--- src/rtl/ett_pkg.sv ---
`default_nettype none

package ett_pkg;

  localparam int unsigned POS_W = 16;
  localparam int unsigned OFS_W = 16;

  localparam logic [POS_W-1:0] POS_MAX = {POS_W{1'b1}};

  localparam logic [7:0] CH_NUL    = 8'h00;
  localparam logic [7:0] CH_FF     = 8'hFF;
  localparam logic [7:0] CH_QUOTE  = 8'h22;
  localparam logic [7:0] CH_SLASH  = 8'h2F;
  localparam logic [7:0] CH_LF     = 8'h0A;
  localparam logic [7:0] CH_CR     = 8'h0D;
  localparam logic [7:0] CH_TAB    = 8'h09;
  localparam logic [7:0] CH_SPACE  = 8'h20;
  localparam logic [7:0] CH_LBRACE = 8'h7B;
  localparam logic [7:0] CH_RBRACE = 8'h7D;
  localparam logic [7:0] CH_LPAREN = 8'h28;
  localparam logic [7:0] CH_RPAREN = 8'h29;

  typedef enum logic [2:0] {
    MODE_OUT     = 3'd0,
    MODE_COMMENT = 3'd1,
    MODE_STR     = 3'd2,
    MODE_QUOTE   = 3'd3,
    MODE_SLASH   = 3'd4
  } scan_mode_e;

  typedef enum logic [2:0] {
    KIND_OPEN   = 3'd0,
    KIND_CLOSE  = 3'd1,
    KIND_STR    = 3'd2,
    KIND_EOT    = 3'd3,
    KIND_UNTERM = 3'd4
  } token_kind_e;

  typedef struct packed {
    logic             valid;
    token_kind_e      kind;
    logic [OFS_W-1:0] str_start;
    logic [OFS_W-1:0] str_end;
  } token_t;

  function automatic logic is_ws(input logic [7:0] b);
    return (b == CH_SPACE) || ((b >= CH_TAB) && (b <= CH_CR));
  endfunction

endpackage

`default_nettype wire

--- src/rtl/ett_scan.sv ---
`default_nettype none

module ett_scan import ett_pkg::*; (
  input  wire logic       clk_i,
  input  wire logic       rst_ni,
  input  wire logic       step_i,
  input  wire logic [7:0] byte_i,
  output token_t          token_o
);

  scan_mode_e       mode_q, mode_d;
  logic [POS_W-1:0] pos_q, pos_d;
  logic [POS_W-1:0] begin_q, begin_d;
  logic [POS_W-1:0] cand_q, cand_d;
  logic [POS_W-1:0] pos_inc;
  token_t           tok;

  assign pos_inc = (pos_q == POS_MAX) ? pos_q : pos_q + 1'b1;

  always_comb begin
    mode_d        = mode_q;
    pos_d         = pos_inc;
    begin_d       = begin_q;
    cand_d        = cand_q;
    tok.valid     = 1'b0;
    tok.kind      = KIND_OPEN;
    tok.str_start = '0;
    tok.str_end   = '0;
    unique case (mode_q)
      MODE_COMMENT: begin
        if (byte_i == CH_NUL || byte_i == CH_FF) begin
          mode_d    = MODE_OUT;
          pos_d     = '0;
          tok.valid = 1'b1;
          tok.kind  = KIND_EOT;
        end else if (byte_i == CH_LF || byte_i == CH_CR) begin
          mode_d = MODE_OUT;
        end
      end
      MODE_STR, MODE_QUOTE, MODE_SLASH: begin
        if (byte_i == CH_NUL) begin
          mode_d    = MODE_OUT;
          pos_d     = '0;
          tok.valid = 1'b1;
          tok.kind  = KIND_UNTERM;
        end else if (byte_i == CH_QUOTE) begin
          cand_d = pos_q;
          mode_d = MODE_QUOTE;
        end else if (mode_q == MODE_QUOTE) begin
          if (is_ws(byte_i)) begin
            mode_d        = MODE_OUT;
            tok.valid     = 1'b1;
            tok.kind      = KIND_STR;
            tok.str_start = OFS_W'(begin_q);
            tok.str_end   = OFS_W'(cand_q);
          end else if (byte_i == CH_SLASH) begin
            mode_d = MODE_SLASH;
          end else begin
            mode_d = MODE_STR;
          end
        end else if (mode_q == MODE_SLASH) begin
          if (byte_i == CH_SLASH) begin
            mode_d        = MODE_COMMENT;
            tok.valid     = 1'b1;
            tok.kind      = KIND_STR;
            tok.str_start = OFS_W'(begin_q);
            tok.str_end   = OFS_W'(cand_q);
          end else begin
            mode_d = MODE_STR;
          end
        end
      end
      default: begin
        mode_d = MODE_OUT;
        if (byte_i == CH_NUL || byte_i == CH_FF) begin
          pos_d     = '0;
          tok.valid = 1'b1;
          tok.kind  = KIND_EOT;
        end else if (byte_i == CH_SLASH) begin
          mode_d = MODE_COMMENT;
        end else if (byte_i == CH_LBRACE || byte_i == CH_LPAREN) begin
          tok.valid = 1'b1;
          tok.kind  = KIND_OPEN;
        end else if (byte_i == CH_RBRACE || byte_i == CH_RPAREN) begin
          tok.valid = 1'b1;
          tok.kind  = KIND_CLOSE;
        end else if (byte_i == CH_QUOTE) begin
          begin_d = pos_inc;
          mode_d  = MODE_STR;
        end
      end
    endcase
  end

  assign token_o = tok;

  always_ff @(posedge clk_i or negedge rst_ni) begin
    if (!rst_ni) begin
      mode_q  <= MODE_OUT;
      pos_q   <= '0;
      begin_q <= '0;
      cand_q  <= '0;
    end else if (step_i) begin
      mode_q  <= mode_d;
      pos_q   <= pos_d;
      begin_q <= begin_d;
      cand_q  <= cand_d;
    end
  end

  a_end_clears_pos: assert property (@(posedge clk_i) disable iff (!rst_ni)
    step_i && tok.valid && (tok.kind == KIND_EOT || tok.kind == KIND_UNTERM)
    |=> pos_q == '0)
    else $error("position not cleared at end of text");

  a_str_leaves_string: assert property (@(posedge clk_i) disable iff (!rst_ni)
    step_i && tok.valid && tok.kind == KIND_STR
    |=> mode_q == MODE_OUT || mode_q == MODE_COMMENT)
    else $error("string token left scanner inside string");

  a_pos_monotonic: assert property (@(posedge clk_i) disable iff (!rst_ni)
    step_i && !(tok.valid && (tok.kind == KIND_EOT || tok.kind == KIND_UNTERM))
    |=> pos_q >= $past(pos_q))
    else $error("position went backwards");

  a_idle_holds: assert property (@(posedge clk_i) disable iff (!rst_ni)
    !step_i |=> $stable(pos_q) && $stable(mode_q))
    else $error("scanner state moved without a byte");

endmodule

`default_nettype wire

--- src/rtl/entity_text_tokenizer.sv ---
// Entity text tokenizer.
// Input channel: one text byte per transfer on text_valid_i / text_byte_i,
// held back by text_stall_o. NUL or 0xFF outside a string ends the text.
// Output channel: token_valid_o with token_kind_o, str_start_o, str_end_o,
// held back by token_stall_i. A byte yields at most one token; bytes that
// yield none are consumed silently.
// A taken byte goes through the input register, then through the scan logic
// into the output register, which presents its token.
// Throughput: one byte per cycle unless the output stalls; scan state updates per byte.
// When token_stall_i is high with a token waiting, the waiting byte is held
// in the input register and text_stall_o rises once that register is full.
// Reset clears both registers' valid flags, the scan mode (outside any token)
// and all offsets to zero.
// Offsets saturate at the top of the position counter.
`default_nettype none

module entity_text_tokenizer import ett_pkg::*; (
  input  wire logic             clk_i,
  input  wire logic             rst_ni,
  input  wire logic             text_valid_i,
  output logic                  text_stall_o,
  input  wire logic [7:0]       text_byte_i,
  output logic                  token_valid_o,
  input  wire logic             token_stall_i,
  output logic [2:0]            token_kind_o,
  output logic [OFS_W-1:0]      str_start_o,
  output logic [OFS_W-1:0]      str_end_o
);

  logic       in_valid_q;
  logic [7:0] in_byte_q;
  logic       out_ready;
  logic       step;
  logic       in_take;
  token_t     tok;
  token_t     out_q;

  assign out_ready    = !out_q.valid || !token_stall_i;
  assign step         = in_valid_q && out_ready;
  assign text_stall_o = in_valid_q && !out_ready;
  assign in_take      = text_valid_i && !text_stall_o;

  ett_scan u_scan (
    .clk_i   (clk_i),
    .rst_ni  (rst_ni),
    .step_i  (step),
    .byte_i  (in_byte_q),
    .token_o (tok)
  );

  always_ff @(posedge clk_i or negedge rst_ni) begin
    if (!rst_ni) begin
      in_valid_q <= 1'b0;
    end else if (in_take || step) begin
      in_valid_q <= in_take;
    end
  end

  always_ff @(posedge clk_i) begin
    if (in_take) begin
      in_byte_q <= text_byte_i;
    end
  end

  always_ff @(posedge clk_i or negedge rst_ni) begin
    if (!rst_ni) begin
      out_q <= '0;
    end else if (out_ready) begin
      out_q.valid <= step && tok.valid;
      if (step && tok.valid) begin
        out_q.kind      <= tok.kind;
        out_q.str_start <= tok.str_start;
        out_q.str_end   <= tok.str_end;
      end
    end
  end

  assign token_valid_o = out_q.valid;
  assign token_kind_o  = out_q.kind;
  assign str_start_o   = out_q.str_start;
  assign str_end_o     = out_q.str_end;

  a_hold_byte: assert property (@(posedge clk_i) disable iff (!rst_ni)
    in_valid_q && !out_ready |=> in_valid_q && $stable(in_byte_q))
    else $error("held byte lost while output stalled");

  a_stall_needs_full: assert property (@(posedge clk_i) disable iff (!rst_ni)
    text_stall_o |-> in_valid_q && out_q.valid)
    else $error("input stalled with room to spare");

  a_token_from_step: assert property (@(posedge clk_i) disable iff (!rst_ni)
    $rose(token_valid_o) |-> $past(step) && $past(tok.valid))
    else $error("token appeared without a scanned byte");

endmodule

`default_nettype wire
--- config.mk ---
export PLATFORM = sky130hd
export DESIGN_NAME = entity_text_tokenizer
export DESIGN_NICKNAME = d
export VERILOG_FILES = /design/src/rtl/ett_pkg.sv /design/src/rtl/ett_scan.sv /design/src/rtl/entity_text_tokenizer.sv
export SDC_FILE = /design/constraint.sdc
export NUM_CORES = 1
export LEC_CHECK = 0
export BUFFER_PORTS_ARGS = -buffer_cell sky130_fd_sc_hd__buf_2
export CAP_MARGIN = 40
export CELL_PAD_IN_SITES_DETAIL_PLACEMENT = 1
export CELL_PAD_IN_SITES_GLOBAL_PLACEMENT = 2
export CORE_MARGIN = 1
export CORE_UTILIZATION = 39
export DETAILED_ROUTE_END_ITERATION = 16
export PLACE_DENSITY_LB_ADDON = 0.1
export RECOVER_POWER = 25
export SKIP_LAST_GASP = 1
export SYNTH_ARGS = -nofsm -noshare
export SYNTH_HDL_FRONTEND = slang
export SYNTH_SLANG_ARGS = --single-unit
--- constraint.sdc ---
create_clock -name clk_i -period 2.6 [get_ports clk_i]
set_input_delay 0.26 -clock clk_i [delete_from_list [all_inputs] [get_ports clk_i]]
set_output_delay 0.26 -clock clk_i [all_outputs]
set_load 0.005 [all_outputs]
==> impl_metrics.yaml <==
status:
  status: "complete, no violations"
placement:
  hpwlAfterDp_um: 6980
  place_inst: 566
  place_congestion: 0.824
  portBuffers: 48
global_routing:
  grtUsageTotal: 0.190
  antenna_found_initial: 0
  grt_pass1_vias: 3121
  grt_overflow: 0
  grt_pass1_wl_um: 16700
  grt_start_max_net_pins: 54
final_layout:
  final_nets: 451
  nFillCells: 1226
  area_growth_pct: 14.7
  regArea_mm2: 0.00244
  multiInputGateArea_mm2: 0.00177
  fin_util: 0.462
  diodes: 0
  drive_gt1_frac: 0.230
  stdcell_count: 583
synthesis:
  synth_ff_type: "dfrtp_1"
  synth_top_area_frac: 0.500
  syn_area_mm2: 0.00441
  synth_cell_type_count: 53
  async_flop_share: 0.917
  ys_seq_area_frac: 0.554
  yosysMostFrequentCell: "dfrtp_1"
  synth.top_cells.by_area: "dfrtp_1 50%, a22o_1 6.4%, edfxtp_1 5.5%, mux2_2 4.9%, o21ai_0 3.7%"
  synthesis.nets: 401
  yosys_register_bits: 96
  syn_avg_cell_area_um2: 11.4
  synth_warnings: 0
  synth_enable_flop_cells: 8
  synth.top_cells.by_count: "88 x dfrtp_1, 40 x nand2_1, 33 x o21ai_0"
  synth_area_leader_cell: "dfrtp_1"
  synthCells: 388
floorplan:
  start_util: 0.403
  core_mm2: 0.0109
  die-area_mm2: 0.0117
  ios: 49
  die_x_um: 108
  die_y_um: 108
  rows: 38
setup_path:
  critical_path_class: "flop to flop"
  cp-startpoint: "in_byte_q[1]$_DFFE_PP_"
  end_kind: "flop"
  slowest_delay_ns: 0.55
  cp.required_ns: 2.88
  worstPathArrival_ns: 2.56
  path_cells: "or4b_1 > a21oi_2 > o21ai_2 > a21oi_4 > and2_4 > a22o_1"
  worst_path_max_delay_cell: "or4b_1"
  r2r_start: "in_byte_q[1]$_DFFE_PP_"
  cp-start-kind: "flop"
  critPathMaxFanout: 32
cts:
  root_buffer: "clkbuf_16"
  cts_made_buffers: 9
  hold_buffers: 1
  cts_tree: "yes"
  cts_resized: 0
  clockBufferDepth: 2
  post_cts.repair.setup_buffers: 0
  clk_pin_slew_worst_paths_ns: 0.07
  clk_latency_ns: 0.35
  htree_levels: 3
  cts.sinks: 96
route:
  wl_um: 10100
  drt_iter0_drc: 101
  first_pass_iters: 4
  drt.antenna.violating_nets: 0
  wire_per_inst_um: 17.3
  vias: 3145
  via_per_inst: 5.39
  drc_errors: 0
worst_hold_path:
  hp-class: "input port to flop"
  hp-start: "text_byte_i[3]"
sta:
  hold_viol_final: 0
  min_period_ns: 2.28
  fin_crit_sh: 0.877
  worstMarginPinSlew_ns: 0.930
  fmax_ghz: 0.439
  fin_tns_setup_ns: 0
  fin_skew_ns: 0.00689
  timing.hold.ws_ns: 0.0822
  setup_viol: 0
  rsz0062_at_grt: "no"
  maxSlewViolCount: 0
  maxSlewHeadroom: 0.380
power:
  cellPowerDensity_mw_per_mm2: 683
  power_leakage_uw: 0.00232
  power_frac_comb: 0.144
  internal_power_uw: 2500
  seqPwrFrac: 0.477
  power_switching_uw: 949
  p_sw_frac: 0.275
  ir_worst_vdd_mv: 0.462
  clkPwrFrac: 0.379
  power_uw: 3450
run:
  drv_cap: 0
[layout make-up]
cell class                      count  area share
Inverter                            3     0.00223
Sequential cell                    96       0.483
Clock buffer                       13      0.0535
Tap cell                          140      0.0347
Clock inverter                      3     0.00446
Multi-Input combinational cell    264       0.350
Timing Repair Buffer               64      0.0720
[cells by family after synthesis]
group,share of synthesized area
AND/OR/NAND/NOR,0.149
AO/OA/AOI/OAI,0.166
flip-flops,0.554
buffers and inverters,0.0446
multiplexers,0.0531
XOR/XNOR,0.0298
adder cells (fa/ha/maj),0.00284
[worst max-delay path: cells and delay by family (launching register included)]
kind,cells,cell delay [ns]
compound gates,4,0.72
flops,1,0.51
simple gates,2,0.98
[state kept, by name, indices dropped and copies added, names as in the netlist]
register,flops
str_end_o,16
str_start_o,16
u_scan.pos_q,16
u_scan.cand_q,16
token_kind_o,3
u_scan.begin_q,16
in_byte_q,8
u_scan.mode_q,3
in_valid_q,1
token_valid_o,1
[power groups by stage]
stage               Combinational, uW  Sequential, uW  Clock [uW]
floorplan                         303            1660           0
detailed placement                503            1670           0
global placement                  495            1670           0
global route                      560            1650        1410
finish                            495            1650        1310
CTS                               507            1650        1340
[cell usage in the layout (no fill, tap or decap), types with 9 or more instances in the layout]
cell type / n
mux2_2: 19
clkbuf_1: 10
buf_2: 38
nor2_1: 23
nand3_1: 18
buf_4: 14
dfrtp_1: 88
clkbuf_16: 9
o21ai_0: 33
nand2_1: 40
xnor2_1: 10
a22o_1: 32
[stage by stage]
step / instance area, um^2 / setup WS (ns)
6_report: 5050 / 0.320
5_1_grt: 5050 / 0.167
4_1_cts: 5070 / 0.299
3_5_place_dp: 4760 / 0.315
3_3_place_gp: 4760 / 0.345
2_1_floorplan: 4410 / 0.524
[routing by layer]
layer	global-route usage	wire (um)	vias to the layer above
li1	-	-	1510
met4	0.0772	154	0
met1	0.274	5150	1572
met2	0.279	4470	50
met5	0	0	-
met3	0.0368	279	13
[path summary, 6_finish.rpt]
| check | slack, ns | to | depth (start not counted) |
|---|---|---|---|
| setup / recovery | 0.32 | str_start_o[10]$_DFFE_PN0P_ | 6 |
| hold / removal | 0.08 | in_byte_q[3]$_DFFE_PP_ | 1 |
| setup reg to reg | 0.32 | str_start_o[10]$_DFFE_PN0P_ | 6 |
| hold reg to reg | 0.47 | token_kind_o[2]$_DFFE_PN0P_ | 1 |
| max in group asynchronous | 1.22 | str_end_o[0]$_DFFE_PN0P_ | 3 |
| min in group asynchronous | 0.58 | str_start_o[14]$_DFFE_PN0P_ | 2 |
Note: power is estimated with default switching activity, not from simulation.
